File: src/hdl/ibse_pkg.sv
// ----------------------------------------------------------------------------
// ibse_pkg
// Types, codes and symbol encoding for the bit-bang symbol encoder.
// ----------------------------------------------------------------------------
package ibse_pkg;

    // command codes
    typedef enum logic [1:0] {
        OP_WRITE = 2'd0,
        OP_START = 2'd1,
        OP_STOP  = 2'd2,
        OP_RAW   = 2'd3
    } ibse_op_t;

    // configuration register indexes
    localparam logic [1:0] CFG_SCL_PIN = 2'd0;
    localparam logic [1:0] CFG_SDA_PIN = 2'd1;
    localparam logic [1:0] CFG_ENABLE  = 2'd2;

    // register reset values
    localparam logic [2:0] SCL_PIN_RESET = 3'd2;
    localparam logic [2:0] SDA_PIN_RESET = 3'd3;
    localparam logic [7:0] ENABLE_RESET  = 8'hF0;

    // bit period index within a command
    localparam int         IDX_W      = 4;
    localparam logic [IDX_W-1:0] WRITE_LAST = 4'd8;
    localparam logic [IDX_W-1:0] FRAME_LAST = 4'd2;

    // start and stop symbol sequences
    localparam logic [2:0] SYM_START_0 = 3'd7;
    localparam logic [2:0] SYM_START_1 = 3'd6;
    localparam logic [2:0] SYM_START_2 = 3'd4;
    localparam logic [2:0] SYM_STOP_0  = 3'd4;
    localparam logic [2:0] SYM_STOP_1  = 3'd6;
    localparam logic [2:0] SYM_STOP_2  = 3'd7;
    // ack slot releases sda with scl pulsed
    localparam logic [2:0] SYM_ACK     = 3'd1;

    typedef struct packed {
        logic [1:0] opcode;
        logic [7:0] payload;
    } ibse_cmd_t;

    typedef struct packed {
        logic [7:0] edge_pins;
        logic [7:0] middle_pins;
        logic       last_of_command;
    } ibse_result_t;

    // pin bytes for one symbol: {edge, middle}
    function automatic logic [15:0] encode_symbol(
        input logic [2:0] sym,
        input logic [2:0] scl_bit,
        input logic [2:0] sda_bit,
        input logic [7:0] enable
    );
        logic [7:0] scl;
        logic [7:0] dlev;
        logic [7:0] held;
        logic [7:0] edge_b;
        logic [7:0] mid_b;
        scl    = 8'd1 << scl_bit;
        dlev   = sym[0] ? (8'd1 << sda_bit) : 8'd0;
        held   = sym[1] ? scl : 8'd0;
        edge_b = dlev | (sym[2] ? held : 8'd0);
        mid_b  = dlev | (sym[2] ? held : scl);
        return {edge_b | enable, mid_b | enable};
    endfunction

endpackage

File: src/hdl/i2c_bitbang_symbol_encoder.sv
// ----------------------------------------------------------------------------
// i2c_bitbang_symbol_encoder
// Expands I2C transmit commands into per-bit-period GPIO pin bytes.
// ----------------------------------------------------------------------------
// Usage:
//   in channel   : one command transfer (opcode, payload) on in_valid/in_ready
//   out channel  : one transfer per I2C bit period on out_valid/out_ready,
//                  carrying edge and middle pin bytes and a last flag
//   cfg channel  : register writes (index, data), always ready; the user must
//                  have them taken only while idle, unchecked by the block
// Throughput: one result per cycle from the output register while out_ready
//   is high; a write byte gives 9 results, start and stop 3, a raw symbol 1.
//   The command register advances its period counter once per result.
// Order: a command transfer loads the command register, and each result
//   then moves to the output register. The next command is taken as the last
//   period of the current one moves to the output register.
// Reset: no command in flight, output empty, registers at scl bit 2,
//   sda bit 3, enable mask 0xF0.
// Stall: when out_ready is low the output register holds its result and
//   the command register holds its place; in_ready drops once a command is
//   waiting.
// ----------------------------------------------------------------------------
module i2c_bitbang_symbol_encoder (
    input  logic                  clk,
    input  logic                  rst_n,
    input  logic                  in_valid,
    output logic                  in_ready,
    input  ibse_pkg::ibse_cmd_t    in_data,
    output logic                  out_valid,
    input  logic                  out_ready,
    output ibse_pkg::ibse_result_t out_data,
    input  logic                  cfg_valid,
    output logic                  cfg_ready,
    input  logic [1:0]            cfg_index,
    input  logic [7:0]            cfg_data
);
    import ibse_pkg::*;

    logic [2:0]       scl_bit_reg;
    logic [2:0]       sda_bit_reg;
    logic [7:0]       enable_reg;

    logic             cmd_valid_reg;
    logic             cmd_valid_next;
    logic [1:0]       op_reg;
    logic [7:0]       pay_reg;
    logic [IDX_W-1:0] idx_reg;
    logic [IDX_W-1:0] idx_next;

    logic             out_valid_reg;
    logic             out_valid_next;
    ibse_result_t     out_reg;

    logic             in_xfer;
    logic             advance;
    logic [2:0]       sym;
    logic             last;
    logic [15:0]      pins;

    // configuration registers
    assign cfg_ready = 1'b1;

    always_ff @(posedge clk or negedge rst_n)
    begin
        if (!rst_n)
        begin
            scl_bit_reg <= SCL_PIN_RESET;
            sda_bit_reg <= SDA_PIN_RESET;
            enable_reg  <= ENABLE_RESET;
        end
        else if (cfg_valid && cfg_ready)
        begin
            case (cfg_index)
                CFG_SCL_PIN: scl_bit_reg <= cfg_data[2:0];
                CFG_SDA_PIN: sda_bit_reg <= cfg_data[2:0];
                CFG_ENABLE:  enable_reg  <= cfg_data;
                default:     ;
            endcase
        end
    end

    // symbol and last flag for the current bit period
    always_comb
    begin
        sym  = SYM_ACK;
        last = 1'b1;
        case (op_reg)
            OP_WRITE:
            begin
                last = (idx_reg == WRITE_LAST);
                sym  = last ? SYM_ACK : {2'b00, pay_reg[~idx_reg[2:0]]};
            end
            OP_START:
            begin
                last = (idx_reg == FRAME_LAST);
                case (idx_reg[1:0])
                    2'd0:    sym = SYM_START_0;
                    2'd1:    sym = SYM_START_1;
                    default: sym = SYM_START_2;
                endcase
            end
            OP_STOP:
            begin
                last = (idx_reg == FRAME_LAST);
                case (idx_reg[1:0])
                    2'd0:    sym = SYM_STOP_0;
                    2'd1:    sym = SYM_STOP_1;
                    default: sym = SYM_STOP_2;
                endcase
            end
            default:
            begin
                last = 1'b1;
                sym  = pay_reg[2:0];
            end
        endcase
    end

    assign pins = encode_symbol(sym, scl_bit_reg, sda_bit_reg, enable_reg);

    // handshake control
    assign advance  = cmd_valid_reg && (!out_valid_reg || out_ready);
    assign in_ready = !cmd_valid_reg || (advance && last);
    assign in_xfer  = in_valid && in_ready;

    // command register and period counter
    always_comb
    begin
        cmd_valid_next = cmd_valid_reg;
        idx_next       = idx_reg;
        if (in_xfer)
        begin
            cmd_valid_next = 1'b1;
            idx_next       = '0;
        end
        else if (advance && last)
        begin
            cmd_valid_next = 1'b0;
        end
        else if (advance)
        begin
            idx_next = idx_reg + 1'b1;
        end
    end

    always_ff @(posedge clk or negedge rst_n)
    begin
        if (!rst_n)
        begin
            cmd_valid_reg <= 1'b0;
            idx_reg       <= '0;
        end
        else
        begin
            cmd_valid_reg <= cmd_valid_next;
            idx_reg       <= idx_next;
        end
    end

    always_ff @(posedge clk)
    begin
        if (in_xfer)
        begin
            op_reg  <= in_data.opcode;
            pay_reg <= in_data.payload;
        end
    end

    // output register
    always_comb
    begin
        out_valid_next = out_valid_reg;
        if (advance)
            out_valid_next = 1'b1;
        else if (out_ready)
            out_valid_next = 1'b0;
    end

    always_ff @(posedge clk or negedge rst_n)
    begin
        if (!rst_n)
            out_valid_reg <= 1'b0;
        else
            out_valid_reg <= out_valid_next;
    end

    always_ff @(posedge clk)
    begin
        if (advance)
        begin
            out_reg.edge_pins       <= pins[15:8];
            out_reg.middle_pins     <= pins[7:0];
            out_reg.last_of_command <= last;
        end
    end

    assign out_valid = out_valid_reg;
    assign out_data  = out_reg;

    // a command transfer restarts the period counter
    a_load_restarts: assert property (@(posedge clk) disable iff (!rst_n)
        in_xfer |=> (cmd_valid_reg && idx_reg == '0))
        else $error("command load did not restart period counter");

    // a pending non-final period means the command is still in flight
    a_mid_command: assert property (@(posedge clk) disable iff (!rst_n)
        (out_valid_reg && !out_reg.last_of_command) |-> cmd_valid_reg)
        else $error("non-final result with no command in flight");

    // start and stop never run past their third period
    a_frame_bound: assert property (@(posedge clk) disable iff (!rst_n)
        (cmd_valid_reg && (op_reg == OP_START || op_reg == OP_STOP))
            |-> (idx_reg <= FRAME_LAST))
        else $error("start or stop period counter out of range");

    // a write byte never runs past its ack slot
    a_write_bound: assert property (@(posedge clk) disable iff (!rst_n)
        (cmd_valid_reg && op_reg == OP_WRITE) |-> (idx_reg <= WRITE_LAST))
        else $error("write byte period counter out of range");

endmodule

File: config.mk
export PLATFORM = sky130hd
export DESIGN_NAME = i2c_bitbang_symbol_encoder
export DESIGN_NICKNAME = d
export VERILOG_FILES = /design/src/hdl/ibse_pkg.sv /design/src/hdl/i2c_bitbang_symbol_encoder.sv
export SDC_FILE = /design/constraint.sdc
export NUM_CORES = 1
export LEC_CHECK = 0
export ABC_CLOCK_PERIOD_IN_PS = 6000
export BUFFER_PORTS_ARGS = -buffer_cell sky130_fd_sc_hd__clkbuf_2
export CAP_MARGIN = 20
export CORE_ASPECT_RATIO = 2
export CORE_MARGIN = 4
export CORE_UTILIZATION = 35
export DETAILED_ROUTE_END_ITERATION = 12
export SYNTH_ARGS = -nofsm -noshare
export SYNTH_HDL_FRONTEND = slang
export SYNTH_SLANG_ARGS = --single-unit
export TNS_END_PERCENT = 5
File: constraint.sdc
create_clock -name clk -period 6 [get_ports clk]
set_input_delay 0.3 -clock clk [delete_from_list [all_inputs] [get_ports clk]]
set_output_delay 0.3 -clock clk [all_outputs]
set_load 0.02 [all_outputs]
==> out/results.md <==
| Result | Value |
| --- | --- |
| Remaining number of nets flagged by the antenna check after routing | 0 |
| Sink Count | 47 |
| Number of distinct library cell variants in the gate-level netlist after synthesis | 40 |
| Worst Skew | 5.91 ps |
| Worst reg2reg setup slack | 3740 ps |
| Classification of the worst setup path | reg -> out |
| Time the final worst path needs with I/O delays and setup | 2290 ps |
| Total setup violations reported at the end of the flow | 0 |
| Die W | 65.4 um |
| Antenna violations before repair | 0 |
| Starting DRC count in detailed routing | 98 |
| Number of standard cells after synthesis | 183 |
| Fmax | 0.436 GHz |
| Maximum single-stage delay on the critical path | 480 ps |
| Max reg flops | 17 |
| Sequential element share of the synthesized area | 0.573 |
| Layout cells sized above 1 | 0.336 |
| Maximum root-to-sink buffer count | 2 |
| First-pass GRT wire length | 7980 um |
| Final design utilization | 0.440 |
| Count of final hold-check violations | 5 |
| Post-Syn Nets | 216 |
| Final worst slack | 3710 ps |
| Status | complete, but fails checks |
| Worst max-slew margin expressed relative to the limit | 0.621 |
| TritonCTS clock tree | yes |
| Worst endpoint required time | 5700 ps |
| Static Leakage | 1.15 nW |
| CTS H-tree depth | 2 |
| Effective utilization at floorplan | 0.362 |
| Core area | 6360 um^2 |
| Cts-stage hold buffer count | 0 |
| MaxCap Viol Count | 0 |
| Kind of launch point of the worst setup path | flop |
| Final routed wire length divided by cell count | 15.7 um |
| Slew at the pin closest to its max-slew limit | 568 ps |
| Register clock-pin slew on the reported worst setup and hold paths | 60 ps |
| Count of buffers inserted at the top-level ports | 43 |
| Violations in the final reports | negative hold slack |
| Power Total | 1.12 mW |
| Count of TritonRoute iterations in the first routing pass | 4 |
| Pre-CTS setup slack | 3750 ps |
| P&R area growth vs syn | 21.6% |
| Capturing element type of the critical path | output pin |
| Placed wire-length estimate after detailed placement | 4060 um |
| Clock latency of the later-clocked register in the worst-skew pair | 280 ps |
| Die footprint | 8020 um^2 |
| Via count of the first global-routing pass | 1679 |
| Number of inserted diodes | 0 |
| Number of enable flip-flop cells after synthesis | 27 |
| TNS Setup | 0 ps |
| Placement row count | 41 |
| DRC | 0 |
| Worst vdd ir | 320 uV |
| Cell-by-cell listing of the critical path | inv_1 > ha_1 > nand3_1 > a21oi_1 > o21ai_0 > nand2_1 > clkbuf_2 |
| Buffer count from post-CTS setup fixing | 0 |
| Cell type with the highest aggregate area in the netlist | sky130_fd_sc_hd__edfxtp_1 |
| Top cells by instance count after synthesis | 27 x sky130_fd_sc_hd__edfxtp_1, 15 x sky130_fd_sc_hd__inv_1, 14 x sky130_fd_sc_hd__mux2_2 |
| Highest-delay cell along the critical path | sky130_fd_sc_hd__dfrtp_1 |
| Ratio of routed vias to standard cells | 5.14 |
| Worst Path Arrival | 1990 ps |
| Detailed-route via count | 1633 |
| Count of boundary I/O pins | 45 |
| Worst-path maximum fanout | 8 |
| Synthesized area divided by synthesized cell count | 12.6 um^2 |
| Yosys warning total | 0 |
| Post-cts resize count | 0 |
| Clk root buf | sky130_fd_sc_hd__clkbuf_16 |
| Ratio of final minimum period to clock period | 0.382 |
| Global-route total usage across every layer | 0.134 |
| Setup repair after global routing missed its margin | false |
| Cells taking the most area after synthesis | sky130_fd_sc_hd__edfxtp_1 35%, sky130_fd_sc_hd__dfrtp_1 14%, sky130_fd_sc_hd__dfstp_2 8.0% |
| Most repeated cell in the gate-level netlist after synthesis | sky130_fd_sc_hd__edfxtp_1 |
| Final wirelength | 5010 um |
| NumNets Final | 264 |
| Share of synthesized flip-flops with an asynchronous set or reset | 0.426 |
| Number of register bits inferred by synthesis | 47 |
| Worst hold path type | in -> async |
| Final Max Tran Viols | 0 |
| Num CTS Buffers | 5 |
| GR Overflow Total | 0 |
| Worst hold margin | -4.12 ps |
| Die Height | 123 um |
| Total power per unit cell area | 400 nW/um^2 |
| Summed instance area of the synthesized netlist | 2300 um^2 |
| Most used DFF post-synth | sky130_fd_sc_hd__edfxtp_1 |
| Yosys top cell area share | 0.352 |
| Pin count of the biggest net entering global routing | 21 |
| Routability Congestion | 0.956 |
power by group:
part | switching (mW) | internal [mW]
sequential | 0.0516 | 0.425
combinational | 0.178 | 0.116
clock | 0.109 | 0.239
final cells by class:
type | instances | area [um^2]
fill | 612 | 3560
sequential | 47 | 1320
multi-input combinational | 118 | 905
timing repair buffer | 44 | 223
clock buffer | 6 | 129
tap | 86 | 108
clock inverter | 2 | 60.1
inverter | 15 | 56.3
worst max-delay path, delay by kind of cell (launching register included):
family          cells  cell delay (ps)
fa+ha+maj           1              250
simple gates        2              220
buf+inv             2              300
compound gates      2              460
flops               1              480
final timing paths:
kind	from	endpoint	cells past startpoint
max in group asynchronous	rst_n	sda_bit_reg[1]	1
min in group clk	in_data[4]	pay_reg[4]	1
max	idx_reg[0]	in_ready	7
min	rst_n	enable_reg[3]	1
min reg2reg	enable_reg[3]	enable_reg[3]	1
max reg2reg	idx_reg[0]	out_data[5]	6
cell usage in the layout, fill, tap and decap left out, types with 7 or more instances in the layout:
cell / instances
sky130_fd_sc_hd__a21oi_1: 9
sky130_fd_sc_hd__clkbuf_2: 43
sky130_fd_sc_hd__dfrtp_1: 13
sky130_fd_sc_hd__dfstp_2: 7
sky130_fd_sc_hd__edfxtp_1: 27
sky130_fd_sc_hd__ha_1: 8
sky130_fd_sc_hd__inv_1: 15
sky130_fd_sc_hd__mux2_2: 14
sky130_fd_sc_hd__nand2_1: 9
sky130_fd_sc_hd__nand3_1: 7
sky130_fd_sc_hd__o21ai_0: 9
sky130_fd_sc_hd__o221ai_1: 12
cell families after synthesis:
logic type / share of synthesized area
AOI/OAI and AO/OA: 0.145
xor gates and xnor gates: 0.00380
adders and majority gates: 0.0435
buffers and inverters: 0.0342
DFF: 0.573
muxes: 0.0869
other: 0.00163
and+or+nand+nor: 0.112
through the flow:
stage / instance area, um^2 / std cells / hold slack (ps)
floorplan: 2300 / 183 / 4.41
global placement: 2610 / 310 / 307
detailed placement: 2610 / 310 / 305
CTS: 2800 / 318 / 3.21
global route: 2800 / 318 / 32.7
finish: 2800 / 318 / -4.12
routing by layer:
| layer | track usage | vias up | part of all wire |
|---|---|---|---|
| li1 | - | 780 | - |
| met1 | 0.113 | 790 | 0.31 |
| met2 | 0.269 | 47 | 0.61 |
| met3 | 0.0256 | 16 | 0.036 |
| met4 | 0.0870 | 0 | 0.044 |
| met5 | 0 | - | 0 |
Power figures use the tool's default switching activity.
